[src/sv/tle_pkg.sv]
// Package for the terminal line editor: character codes, command classes,
// result kinds and the back-end state encoding. No dependencies.
package tle_pkg;

    localparam int TLE_LINE_CAPACITY = 32;
    localparam int TLE_CMD_DEPTH     = 4;

    localparam logic [7:0] TLE_CH_LF    = 8'd10;
    localparam logic [7:0] TLE_CH_CR    = 8'd13;
    localparam logic [7:0] TLE_CH_BS    = 8'd8;
    localparam logic [7:0] TLE_CH_DEL   = 8'd127;
    localparam logic [7:0] TLE_CH_SPACE = 8'd32;

    typedef enum logic [1:0] {
        TLE_CLS_CHAR  = 2'd0,
        TLE_CLS_EOL   = 2'd1,
        TLE_CLS_ERASE = 2'd2
    } tle_cls_t;

    typedef enum logic [1:0] {
        TLE_KIND_ECHO = 2'd0,
        TLE_KIND_LINE = 2'd1,
        TLE_KIND_END  = 2'd2
    } tle_kind_t;

    typedef struct packed {
        tle_cls_t   cls;
        logic [7:0] rx_byte;
    } tle_cmd_t;

    typedef enum logic [2:0] {
        TLE_BK_IDLE,
        TLE_BK_CHAR,
        TLE_BK_LF,
        TLE_BK_CR,
        TLE_BK_LINE,
        TLE_BK_BS1,
        TLE_BK_SPACE,
        TLE_BK_BS2
    } tle_back_state_t;

endpackage

[src/sv/tle_front.sv]
// Front end of the terminal line editor: accepts received bytes and tags
// each one with its command class. Depends on tle_pkg.
module tle_front
    import tle_pkg::*;
(
    input  logic       s_tvalid,
    output logic       s_tready,
    input  logic [7:0] s_tdata,     // rx_byte[7:0]
    input  logic       queue_full,
    output logic       push,
    output tle_cmd_t   cmd
);

    assign s_tready = !queue_full;
    assign push     = s_tvalid && !queue_full;

    always_comb begin
        cmd.rx_byte = s_tdata;
        if (s_tdata inside {TLE_CH_CR, TLE_CH_LF}) begin
            cmd.cls = TLE_CLS_EOL;
        end else if (s_tdata inside {TLE_CH_BS, TLE_CH_DEL}) begin
            cmd.cls = TLE_CLS_ERASE;
        end else begin
            cmd.cls = TLE_CLS_CHAR;
        end
    end

endmodule

[src/sv/tle_cmd_fifo.sv]
// Short command queue between the front and back ends of the line editor.
// Depends on tle_pkg for the command type.
module tle_cmd_fifo
    import tle_pkg::*;
#(
    parameter int DEPTH = TLE_CMD_DEPTH
) (
    input  logic     aclk,
    input  logic     aresetn,
    input  logic     push,
    input  tle_cmd_t push_data,
    output logic     full,
    input  logic     pop,
    output tle_cmd_t pop_data,
    output logic     empty
);

    localparam int PW = (DEPTH > 1) ? $clog2(DEPTH) : 1;
    localparam int CW = $clog2(DEPTH + 1);

    tle_cmd_t        slot_reg [DEPTH];
    logic [PW-1:0]   wr_ptr_reg, wr_ptr_next;
    logic [PW-1:0]   rd_ptr_reg, rd_ptr_next;
    logic [CW-1:0]   count_reg,  count_next;

    assign full     = (count_reg == CW'(DEPTH));
    assign empty    = (count_reg == '0);
    assign pop_data = slot_reg[rd_ptr_reg];

    always_comb begin
        wr_ptr_next = wr_ptr_reg;
        rd_ptr_next = rd_ptr_reg;
        count_next  = count_reg;
        if (push) begin
            wr_ptr_next = (wr_ptr_reg == PW'(DEPTH - 1)) ? '0 : wr_ptr_reg + 1'b1;
        end
        if (pop) begin
            rd_ptr_next = (rd_ptr_reg == PW'(DEPTH - 1)) ? '0 : rd_ptr_reg + 1'b1;
        end
        if (push && !pop) begin
            count_next = count_reg + 1'b1;
        end else if (pop && !push) begin
            count_next = count_reg - 1'b1;
        end
    end

    always_ff @(posedge aclk) begin
        if (!aresetn) begin
            wr_ptr_reg <= '0;
            rd_ptr_reg <= '0;
            count_reg  <= '0;
        end else begin
            wr_ptr_reg <= wr_ptr_next;
            rd_ptr_reg <= rd_ptr_next;
            count_reg  <= count_next;
        end
    end

    always_ff @(posedge aclk) begin
        if (push) begin
            slot_reg[wr_ptr_reg] <= push_data;
        end
    end

endmodule

[src/sv/tle_back.sv]
// Back end of the line editor: owns the line store and fill count, carries
// out queued commands and drives the registered result stream. Uses tle_pkg.
module tle_back
    import tle_pkg::*;
#(
    parameter int LINE_CAPACITY = TLE_LINE_CAPACITY
) (
    input  logic       aclk,
    input  logic       aresetn,
    input  logic       cmd_valid,
    input  tle_cmd_t   cmd,
    output logic       cmd_pop,
    output logic       m_tvalid,
    input  logic       m_tready,
    output logic [7:0] m_tdata,     // data[7:0]
    output logic [1:0] m_tuser,     // kind[1:0]
    output logic       m_tlast      // last
);

    localparam int AW = (LINE_CAPACITY > 1) ? $clog2(LINE_CAPACITY) : 1;
    localparam int CW = $clog2(LINE_CAPACITY + 1);

    tle_back_state_t state_reg, state_next;
    logic [CW-1:0]   fill_reg,  fill_next;
    logic [CW-1:0]   idx_reg,   idx_next;
    logic [7:0]      byte_reg,  byte_next;
    logic [7:0]      line_mem [LINE_CAPACITY];
    logic [7:0]      rd_data_reg;
    logic            wr_en;

    logic            out_valid_reg;
    tle_kind_t       out_kind_reg;
    logic [7:0]      out_data_reg;
    logic            out_last_reg;

    logic            out_free;
    logic            emit;
    tle_kind_t       emit_kind;
    logic [7:0]      emit_data;
    logic            emit_last;

    assign out_free = !out_valid_reg || m_tready;
    assign m_tvalid = out_valid_reg;
    assign m_tdata  = out_data_reg;
    assign m_tuser  = out_kind_reg;
    assign m_tlast  = out_last_reg;

    always_comb begin
        state_next = state_reg;
        fill_next  = fill_reg;
        idx_next   = idx_reg;
        byte_next  = byte_reg;
        cmd_pop    = 1'b0;
        wr_en      = 1'b0;
        emit       = 1'b0;
        emit_kind  = TLE_KIND_ECHO;
        emit_data  = byte_reg;
        emit_last  = 1'b0;
        case (state_reg)
            TLE_BK_IDLE: begin
                if (cmd_valid) begin
                    cmd_pop   = 1'b1;
                    byte_next = cmd.rx_byte;
                    idx_next  = '0;
                    // A full store completes the line whatever the byte is.
                    if (cmd.cls == TLE_CLS_EOL || fill_reg >= CW'(LINE_CAPACITY)) begin
                        state_next = TLE_BK_LF;
                    end else if (cmd.cls == TLE_CLS_ERASE) begin
                        if (fill_reg != '0) begin
                            fill_next  = fill_reg - 1'b1;
                            state_next = TLE_BK_BS1;
                        end
                    end else begin
                        wr_en      = 1'b1;
                        fill_next  = fill_reg + 1'b1;
                        state_next = TLE_BK_CHAR;
                    end
                end
            end
            TLE_BK_CHAR: begin
                emit      = 1'b1;
                emit_last = 1'b1;
                if (out_free) state_next = TLE_BK_IDLE;
            end
            TLE_BK_LF: begin
                emit      = 1'b1;
                emit_data = TLE_CH_LF;
                if (out_free) state_next = TLE_BK_CR;
            end
            TLE_BK_CR: begin
                emit      = 1'b1;
                emit_data = TLE_CH_CR;
                if (out_free) state_next = TLE_BK_LINE;
            end
            TLE_BK_LINE: begin
                emit = 1'b1;
                if (idx_reg != fill_reg) begin
                    emit_kind = TLE_KIND_LINE;
                    emit_data = rd_data_reg;
                    if (out_free) idx_next = idx_reg + 1'b1;
                end else begin
                    emit_kind = TLE_KIND_END;
                    emit_data = '0;
                    emit_last = 1'b1;
                    if (out_free) begin
                        fill_next  = '0;
                        state_next = TLE_BK_IDLE;
                    end
                end
            end
            TLE_BK_BS1: begin
                emit      = 1'b1;
                emit_data = TLE_CH_BS;
                if (out_free) state_next = TLE_BK_SPACE;
            end
            TLE_BK_SPACE: begin
                emit      = 1'b1;
                emit_data = TLE_CH_SPACE;
                if (out_free) state_next = TLE_BK_BS2;
            end
            TLE_BK_BS2: begin
                emit      = 1'b1;
                emit_data = TLE_CH_BS;
                emit_last = 1'b1;
                if (out_free) state_next = TLE_BK_IDLE;
            end
            default: begin
                state_next = TLE_BK_IDLE;
            end
        endcase
    end

    always_ff @(posedge aclk) begin
        if (!aresetn) begin
            state_reg     <= TLE_BK_IDLE;
            fill_reg      <= '0;
            idx_reg       <= '0;
            out_valid_reg <= 1'b0;
        end else begin
            state_reg <= state_next;
            fill_reg  <= fill_next;
            idx_reg   <= idx_next;
            if (emit && out_free) begin
                out_valid_reg <= 1'b1;
            end else if (m_tready) begin
                out_valid_reg <= 1'b0;
            end
        end
    end

    always_ff @(posedge aclk) begin
        byte_reg <= byte_next;
        if (emit && out_free) begin
            out_kind_reg <= emit_kind;
            out_data_reg <= emit_data;
            out_last_reg <= emit_last;
        end
    end

    // Line store: the read address follows the next line index, so the
    // registered read data always matches the current index.
    always_ff @(posedge aclk) begin
        if (wr_en) begin
            line_mem[fill_reg[AW-1:0]] <= cmd.rx_byte;
        end
        rd_data_reg <= line_mem[idx_next[AW-1:0]];
    end

endmodule

[src/sv/terminal_line_editor_unit.sv]
// Terminal line editor with echo: top level joining front end, command queue and back end.
// An accepted byte passes the command queue and the back-end state before its first result.
// An echo gives one result, an erase BS, space, BS (none on an empty line), a line end LF,
// CR, the line bytes and an end marker; at most one result a cycle while m_tready is high.
// Reset (aresetn, synchronous, active low) empties the queue, clears the fill count and the
// output valid; the line store is not cleared, as only written entries are ever read.
module terminal_line_editor_unit
    import tle_pkg::*;
#(
    parameter int LINE_CAPACITY = TLE_LINE_CAPACITY,
    parameter int CMD_DEPTH     = TLE_CMD_DEPTH
) (
    input  logic       aclk,
    input  logic       aresetn,
    input  logic       s_tvalid,
    output logic       s_tready,
    input  logic [7:0] s_tdata,     // rx_byte[7:0]
    output logic       m_tvalid,
    input  logic       m_tready,
    output logic [7:0] m_tdata,     // data[7:0]
    output logic [1:0] m_tuser,     // kind[1:0]
    output logic       m_tlast      // last
);

    // The front end tags each received byte as a plain character, a line end
    // or an erase, and drops it into the queue; it only stalls when the queue is full.
    logic     queue_full;
    logic     queue_empty;
    logic     push;
    logic     pop;
    tle_cmd_t push_cmd;
    tle_cmd_t pop_cmd;

    tle_front u_front (
        .s_tvalid   (s_tvalid),
        .s_tready   (s_tready),
        .s_tdata    (s_tdata),
        .queue_full (queue_full),
        .push       (push),
        .cmd        (push_cmd)
    );

    tle_cmd_fifo #(
        .DEPTH (CMD_DEPTH)
    ) u_queue (
        .aclk      (aclk),
        .aresetn   (aresetn),
        .push      (push),
        .push_data (push_cmd),
        .full      (queue_full),
        .pop       (pop),
        .pop_data  (pop_cmd),
        .empty     (queue_empty)
    );

    // The back end holds the line store and fill count. It decides at command
    // time whether a full store turns the byte into a line completion, then
    // streams the echo, line bytes and end marker through its output register.
    tle_back #(
        .LINE_CAPACITY (LINE_CAPACITY)
    ) u_back (
        .aclk      (aclk),
        .aresetn   (aresetn),
        .cmd_valid (!queue_empty),
        .cmd       (pop_cmd),
        .cmd_pop   (pop),
        .m_tvalid  (m_tvalid),
        .m_tready  (m_tready),
        .m_tdata   (m_tdata),
        .m_tuser   (m_tuser),
        .m_tlast   (m_tlast)
    );

    // The end marker always closes the results of its byte and carries zero data.
    a_end_marker: assert property (@(posedge aclk) disable iff (!aresetn)
        (m_tvalid && m_tuser == TLE_KIND_END) |-> (m_tlast && m_tdata == 8'd0))
        else $error("line end marker without last or with nonzero data");

    // A line byte is always followed by more results of the same completion.
    a_line_not_last: assert property (@(posedge aclk) disable iff (!aresetn)
        (m_tvalid && m_tuser == TLE_KIND_LINE) |-> !m_tlast)
        else $error("line byte marked as last result");

    // Once a line byte is taken, the next result is another line byte or the marker.
    a_line_order: assert property (@(posedge aclk) disable iff (!aresetn)
        (m_tvalid && m_tready && m_tuser == TLE_KIND_LINE) |=>
            (!m_tvalid || m_tuser == TLE_KIND_LINE || m_tuser == TLE_KIND_END))
        else $error("line bytes interrupted by an echo");

endmodule
[config.mk]
export PLATFORM = sky130hd
export DESIGN_NAME = terminal_line_editor_unit
export DESIGN_NICKNAME = d
export VERILOG_FILES = /design/src/sv/tle_pkg.sv /design/src/sv/tle_front.sv /design/src/sv/tle_cmd_fifo.sv /design/src/sv/tle_back.sv /design/src/sv/terminal_line_editor_unit.sv
export SDC_FILE = /design/constraint.sdc
export NUM_CORES = 1
export LEC_CHECK = 0
export ABC_AREA = 1
export BUFFER_PORTS_ARGS = -buffer_cell sky130_fd_sc_hd__buf_4
export CAP_MARGIN = 20
export CORE_UTILIZATION = 45
export DETAILED_ROUTE_END_ITERATION = 7
export PLACE_DENSITY = 0.62
export SLEW_MARGIN = 20
export SYNTH_ARGS = -nofsm -noshare
export SYNTH_HDL_FRONTEND = slang
export SYNTH_HIERARCHICAL = 1
export SYNTH_SLANG_ARGS = --single-unit
[constraint.sdc]
create_clock -name aclk -period 3.2 [get_ports aclk]
set_input_delay 0.16 -clock aclk [delete_from_list [all_inputs] [get_ports aclk]]
set_output_delay 0.16 -clock aclk [all_outputs]
set_load 0.03 [all_outputs]
==> results of run 1 <==
==> cell usage after synthesis, types with 5 or more instances <==
cell type	number
nand4_1	132
clkbuf_1	18
nand3_1	243
buf_6	17
o21ai_2	6
nand2_1	257
nor2_2	5
nor3_1	5
edfxtp_1	315
nand2_2	5
inv_1	322
a21oi_1	10
inv_2	9
ha_1	11
nor2_1	91
o21ai_0	13
buf_4	13
o21ai_1	16
o22ai_1	9
xor2_1	6
dfxtp_1	33
buf_2	49
==> cell usage in the layout (no fill, tap or decap), types with 6 or more instances in the layout <==
cell type,synthesis,layout
clkinv_1,0,8
buf_4,13,90
ha_1,11,11
clkbuf_16,0,41
dlygate4sd3_1,0,9
o21ai_1,16,16
clkbuf_1,18,8
buf_12,0,7
xor2_1,6,6
nand3_1,243,242
inv_1,322,322
a21oi_1,10,10
nand2_1,257,256
o22ai_4,0,7
dfxtp_1,33,33
inv_2,9,9
o21ai_0,13,13
nor2_1,91,91
nand4_1,132,132
edfxtp_1,315,315
==> area by class of cell <==
type / instances / area (µm²)
inverter: 331 / 1240
timing repair buffer: 106 / 906
multi-input combinational: 838 / 4340
clock buffer: 49 / 1060
fill: 3132 / 17100
sequential: 348 / 10100
clock inverter: 20 / 180
tap: 461 / 577
==> through the flow <==
| step | area, µm² | hold slack (ns) | utilization [%] | cells | worst slack [ns] |
|---|---|---|---|---|---|
| after floorplan | 16200 | 0.258 | - | 1615 | 0.501 |
| after global placement | 17100 | 0.383 | 48.1 | 2072 | 0.254 |
| after detailed placement | 17100 | 0.387 | 48.1 | 2072 | 0.251 |
| after CTS | 18400 | 0.0777 | 51.8 | 2150 | 0.236 |
| after global routing | 18400 | 0.116 | 51.9 | 2153 | 0.0302 |
| final | 18400 | 0.0852 | 51.9 | 2153 | 0.368 |
==> report_power, final <==
part	internal [W]	leakage (nW)	switching, W
clock network	0.00258	0.596	0.00179
logic	0.00159	4.00	0.00392
registers	0.00610	3.12	0.000270
total	0.0103	7.72	0.00598
==> timing repair <==
action	CTS	global route
setup buffers	0	3
resized for setup	0	1
endpoints found under the setup margin	0	8
hold buffers	9	0
endpoints found under the hold margin	46	0
==> kinds of logic after synthesis <==
family / count (synthesis) / share of synthesized area, %
AOI/OAI and AO/OA: 70 / 2.73
xor gates and xnor gates: 6 / 0.325
buffers and inverters: 429 / 11.4
and+or+nand+nor: 749 / 21.9
DFF: 348 / 62.6
adders and majority gates: 13 / 1.10
==> worst reg2reg max path: cells and delay by family, from the launching register on <==
kind	cells	cell delay [ns]
flops	1	0.61
compound gates	7	0.85
simple gates	5	0.46
fa+ha+maj	1	0.31
buf+inv	3	0.47
==> metal layers <==
metal	GRT usage, %	vias up	share of wire [%]
li1	-	5524	-
met1	30.7	5714	43
met2	35.6	409	47
met3	3.78	77	6.5
met4	8.97	0	3.6
met5	0	-	0
==> worst paths after layout <==
path | slack, ns | depth (start not counted) | start | end
worst max-delay path | 0.37 | 16 | flip-flop | u_back/fill_reg[5]
worst min-delay path | 0.09 | 5 | s_tvalid | u_queue/wr_ptr_reg[1]
worst max register to register | 0.37 | 16 | flip-flop | u_back/fill_reg[5]
worst min register to register | 0.51 | 2 | u_back/fill_reg[5] | u_back/fill_reg[5]
==> results.md, run 1 <==
- The largest stage delay on the critical path is 0.61 ns.
- The post-synthesis average cell area is 10.0 µm².
- For this run the aggregate overflow at the end of global routing stands at 0.
- Setup violations remaining at the end of the flow were counted as 0.
- The share of cells above drive strength 1 is 11.5%.
- The total power is 0.0163 W.
- The slowest stage of the critical path belongs to the cell dfxtp_1.
- CTS placed an instance of clkbuf_16 at the clock tree root.
- The gate count of the mapped netlist is 1615.
- The final count of hold timing violations came to 0.
- The final antenna diode count is 0.
- For this run, design rule violations remaining after detail routing come to 0.
- The net count of the mapped netlist is 1640.
- The antenna violation net count after detailed routing is 0.
- The setup path with the least slack is of type flip-flop to flip-flop.
- The critical path data required time is 3.60 ns.
- The maximum clock insertion buffer count is 3.
- The area of the mapped netlist is 0.0162 mm².
- Clock skew on the completed layout was measured at 0.0237 ns.
- The via count normalized by instance count is 5.45.
- The final layout contains 1688 nets.
- The arrival time of the worst setup path is 3.23 ns.
- The number of rows created at floorplan is 69.
- Traced cell by cell, the critical path runs through inv_1 > o21ai_2 > o22ai_1 > inv_1 > nand2_1 > inv_1 > ha_1 > nand2_1 > nor2_1 > a211oi_1 > nor2_1 > nor2_1 > o21bai_1 > o21ai_0 > a21o_1 > a21oi_1.
- The area growth from synthesis to layout is 13.9%.
- The placed wire-length estimate after detailed placement is 24.0 mm.
- The total of warnings raised by yosys is 6.
- The async set-reset flop share out of synthesis is 0%.
- The fraction of post-synthesis cell area in the top cell type by area is 58.5%.
- The number of distinct library cell variants in the gate-level netlist after synthesis is 41.
- The cell type with the largest total area after synthesis is edfxtp_1.
- The max-slew violation count is 0.
- Sorting the synthesized cells by area gives the leading types as edfxtp_1 (58%), nand3_1 (7.5%), inv_1 (7.5%), nand2_1 (6.0%), nand4_1 (5.1%).
- The placeable core area is 0.0355 mm².
- Summed over all layers, the routed wires come to 40.5 mm.
- The initial antenna violation count is 0.
- After layout, the worst path uses 88.5% of the clock period.
- VDD sags by at most 500 µV.
- The path class of the lowest-slack min-delay path is input pin to flip-flop.
- Entering global routing, the biggest net connects 129 pins.
- Max-cap violations in this run came to 0.
- The first detailed-routing pass ran for 7 iterations.
- The worst setup path is captured at a flip-flop.
- The clock-pin transition on the worst setup and hold timing paths is 0.06 ns.
- The count of flip-flops with a built-in enable after synthesis is 315.
- The flow ran to the end, and the final reports show no timing, DRC or antenna violations.
- Clock latency on the worst-skew pair, taken at its later pin, is 0.53 ns.
- Summed over all failing endpoints, the final setup total negative slack is 0 ns.
- The worst path buffer plus inverter count is 3.
- TritonCTS built the clock tree.
- For this block, the via count after detailed routing is 11700.
- The maximum fanout along the worst path is 11.
- The die covers 0.0367 mm².
- The die is 192 µm tall.
- 25 I/O pins were placed.
- Buffers inserted during clock tree synthesis total 38.
- The count of input and output buffers is 24.
- The wire length per cell after detailed routing is 18.8 µm.
- The horizontal extent of the die is 192 µm.
- Synthesis inferred 348 register bits.
- The critical path's top delay family is compound AO/OA/AOI/OAI gates.
- The final RePlAce weighted congestion is 0.838.
- The fmax is 0.353 GHz.
- The first global-routing pass estimated 62.7 mm of wire.
- The clock net sink count is 348.
- Setup repair after global routing left no endpoint under its margin.
- The number of flip-flops in the largest register is 256.
- For the finished layout, the period the worst path requires is 2.83 ns.
- The worst setup path is launched from a flip-flop.
- The number of global-route vias before repair is 11100.
- The sequential area share after synthesis is 62.6%.
- In this run the power density over the cells is 882 mW/mm².
- The initial standard-cell utilization of the core is 45.6%.
- In the global route stage, overall resource usage came out at 22.5%.
- In this run, the number of DRC markers left after iteration 0 of detailed routing was 1081.
- Among all flip-flop cells after synthesis, the most frequent one is edfxtp_1.
- In this run the number of H-tree levels came out at 2.
- For this design the static power due to leakage is 7.72 nW.
- The slew at the pin with the worst max-slew slack is 0.907 ns.
- Measured against its own limit, the worst slew margin works out to 39.3%.
(Power assumes the default switching activity.)
==> run 2: changes to the inputs <==
ABC_AREA = not set   (was 1)
==> run 2 against run 1 <==
  * Setup slack got worse by 0.24 ns
  * Routed wire length fell by 15%
  * First-iteration DRC count fell by 21%
  * Largest cell class unchanged
  * Via count fell by 23%
  * Hold slack got worse by 0.013 ns
  * Largest power group unchanged
==> results.md, run 2 <==
- The run finished with clean final reports.
- The number of different library cells used by synthesis comes to 67.
- The power per unit of standard cell area is 857 mW/mm².
- In the post-synthesis netlist, the biggest area contributors are edfxtp_1 (65%), nand2_1 (5.1%), dfxtp_1 (4.6%), mux2i_1 (2.8%), nand3_1 (2.2%).
- The congestion estimate from routability-driven global placement came to 0.859.
- The number of global-route vias before repair came to 8906.
- The cell depth of the worst hold path is 3.
- Summing all placed instances gives a cell area of 0.0156 mm².
- The min-delay analysis places its worst path in the category input pin to flip-flop.
- Leaving out fill and tap cells, the most frequent cells in the layout are edfxtp_1 (315), nand2_1 (195), buf_4 (110).
- The nature of the critical path endpoint is a flip-flop.
- 25 I/O pins were placed.
- After floorplanning, the core was divided into 65 placement rows.
- After global routing the overflow that remains totals 0.
- The headroom to the max-slew limit is 37.4%.
- Entering global routing, the biggest net connects 57 pins.
- The final count of hold timing violations was 0.
- The number of antenna diodes in the final layout is 0.
- The wire length of the first global-routing pass is 52.9 mm.
- Data on the critical path is required at its endpoint by 3.61 ns.
- The via count normalized by instance count is 5.66.
- The setup slack of the worst register-to-register path is 0.13 ns.
- The fmax is 0.326 GHz.
- The total number of H-tree levels is 2.
- The number of max-capacitance violations reported is 0.
- The post-synthesis average cell area is 13.4 µm².
- For the worst setup path, the data arrival time is 3.48 ns.
- The commonest register cell after synthesis is edfxtp_1.
- The async set-reset flop share out of synthesis is 0%.
- The initial antenna violation count was 0.
- After synthesis the netlist holds a flip-flop and latch count of 348.
- Summing the sequential cell areas from Yosys gives 69.9% of the chip area.
- The mapped netlist covers 0.0145 mm².
- Adding up every negative setup slack in the final design gives 0 ns.
- The total setup violations reported at the end of the flow is 0.
- The routed design has 34.3 mm of wire.
- The share of cells above drive strength 1 is 16.8%.
- The detailed-route via count is 9074.
- The library cell used most frequently in the layout, excluding fill and tap cells, is edfxtp_1.
- Buffers inserted during clock tree synthesis total 38.
- The count of input and output buffers is 24.
- The worst slack after detailed placement is -0.110 ns.
- The max-slew violation count was 0.
- The shortest period the worst path allows is 3.07 ns.
- Synthesis produced a netlist whose cell count is 1078.
- Dividing the final minimum period by the clock period gives 95.9%.
- Among all cell types in the netlist, the one instantiated most often is edfxtp_1.
- The net count of the mapped netlist is 1103.
- The number of DRC markers after the initial detailed-route iteration is 857.
- The clock net sink count is 348.
- The antenna violation net count after detailed routing is 0.
- The logic depth of the worst register-to-register path is 9.
- On the final layout, the worst clock skew is 0.0299 ns.
- The sequential standard cell area is 0.0101 mm².
- The worst setup path is of the flip-flop to flip-flop kind.
- The register with the most flip-flops in the layout has 256 of them.
- The core region is 0.0316 mm².
- The leakage power is 6.01 nW.
- Once the floorplan was initialized, standard cells occupied 45.8% of the core.
- The detailed-router iteration count before antenna repair is 5.
- After synthesis, the most frequently instantiated cells are edfxtp_1 (315), nand2_1 (196), nor2_1 (73), nand3_1 (64), mux2i_1 (41).
- Dividing the detail-routed wire length by the instance count gives 21.4 µm.
- The cell type with the largest total area after synthesis is edfxtp_1.
- The die is 181 µm wide.
- The total number of nets in the final design is 1200.
- The DRC violations left is 0.
- The total of warnings raised by yosys is 6.
- The number of fill cells is 2600.
- In this run the biggest area consumer among cell types represents 65.4% of the synthesized area.
- The tree is rooted in a clkbuf_16.
- The startpoint kind of the worst setup timing path is a flip-flop.
- The HPWL after detailed placement is 21.9 mm.
- The clock-pin transition on the worst setup and hold timing paths is 0.06 ns.
- The maximum vdd ir drop is 477 µV.
- Global routing consumed, over all layers together, 21.3% of the routing resources.
- Setup slack closes at 0.132 ns.
- The area occupied by multi-input gates is 0.00400 mm².
- The clock reaches the later pin of the worst-skew pair after 0.54 ns.
- Setup repair after global routing could not meet its margin everywhere.
- The height of the chip is 181 µm.
- The floorplan step defined a die boundary enclosing 0.0329 mm².
- The slew at the pin with the worst max-slew slack is 0.935 ns.
- The clock tree from TritonCTS is yes.
- Of all nets on the critical path, the largest fanout is 10.
- The count of flip-flops with a built-in enable after synthesis is 315.
- The area growth from synthesis to layout is 16.4%.
- The maximum clock insertion buffer count is 3.
- The post-route cell area is 0.0168 mm².
## run 2: cell types whose count changed after synthesis, moves of 13 or more
cell,change
a21oi_1,+17
nand4_1,-111
buf_6,-14
and3_1,+13
nor2_1,-18
mux2i_1,+41
inv_1,-310
nand3_1,-179
buf_2,-14
nand2_1,-61
## run 2: path summary, 6_finish.rpt
path,to,from
worst max-delay path,u_back/rd_data_reg[2],u_back/idx_reg[5]
worst min-delay path,u_back/m_tvalid,m_tready
worst max register to register,u_back/rd_data_reg[2],u_back/idx_reg[5]
worst min register to register,u_queue/count_reg[2],u_queue/count_reg[2]
## run 2: power breakdown
part | switching (W) | internal, W | total [W]
clock network | 0.00171 | 0.00236 | 0.00407
logic | 0.00273 | 0.00144 | 0.00417
registers | 0.000207 | 0.00598 | 0.00619
## run 2: cell type report
cell class              instances  area share (%)
inverters                      12           0.267
clock inverters                17           0.921
well taps                     402            2.99
repair buffers                125            6.15
multi-input cells             650            23.7
flip-flops and latches        348            60.1
clock buffers                  49            5.89
## run 2: cells by family (layout without fill, tap and decap cells)
kind of cell | after synthesis | in the layout | share of synthesized area, %
simple gates | 426 | 426 | 13.6
flops | 348 | 348 | 69.9
compound gates | 146 | 146 | 7.03
buf+inv | 80 | 203 | 2.85
mux | 53 | 53 | 4.63
fa+ha+maj | 13 | 13 | 1.23
xor+xnor | 12 | 12 | 0.726
## run 2: worst max-delay path: stages (launching register included)
cell and delay, ns:
dfxtp_1 0.33, xor2_1 0.20, or4_4 0.55, o21ai_1 0.20
o21ai_1 0.12, a31o_2 0.38, nor3_2 0.42, a21boi_0 0.43
or4_1 0.25, a31oi_1 0.07
## run 2: what timing repair did
item | in CTS | in global routing
pin swaps | 1 | 1
setup endpoints to repair | 5 | 28
setup buffers | 2 | 0
resized for setup | 1 | 8
hold buffers | 9 | 0
hold endpoints to repair | 41 | 0
## run 2: layer usage
metal / share of wire (%) / vias to the layer above / GRT usage (%)
met5: 0 / - / 0
li1: - / 4236 / -
met2: 47 / 283 / 33.2
met1: 45 / 4499 / 30.3
met3: 6.3 / 56 / 3.79
met4: 2.3 / 0 / 6.64
## run 2: stage by stage
stage	power, W	hold WS [ns]	utilization (%)	std cells
after floorplan	0.00880	0.282	-	1078
final	0.0144	0.0724	53.4	1603
after global routing	0.0151	0.0889	53.4	1603
after detailed placement	0.0104	0.382	49.3	1526
after global placement	0.0103	0.380	49.3	1526
after CTS	0.0145	0.0717	53.3	1603
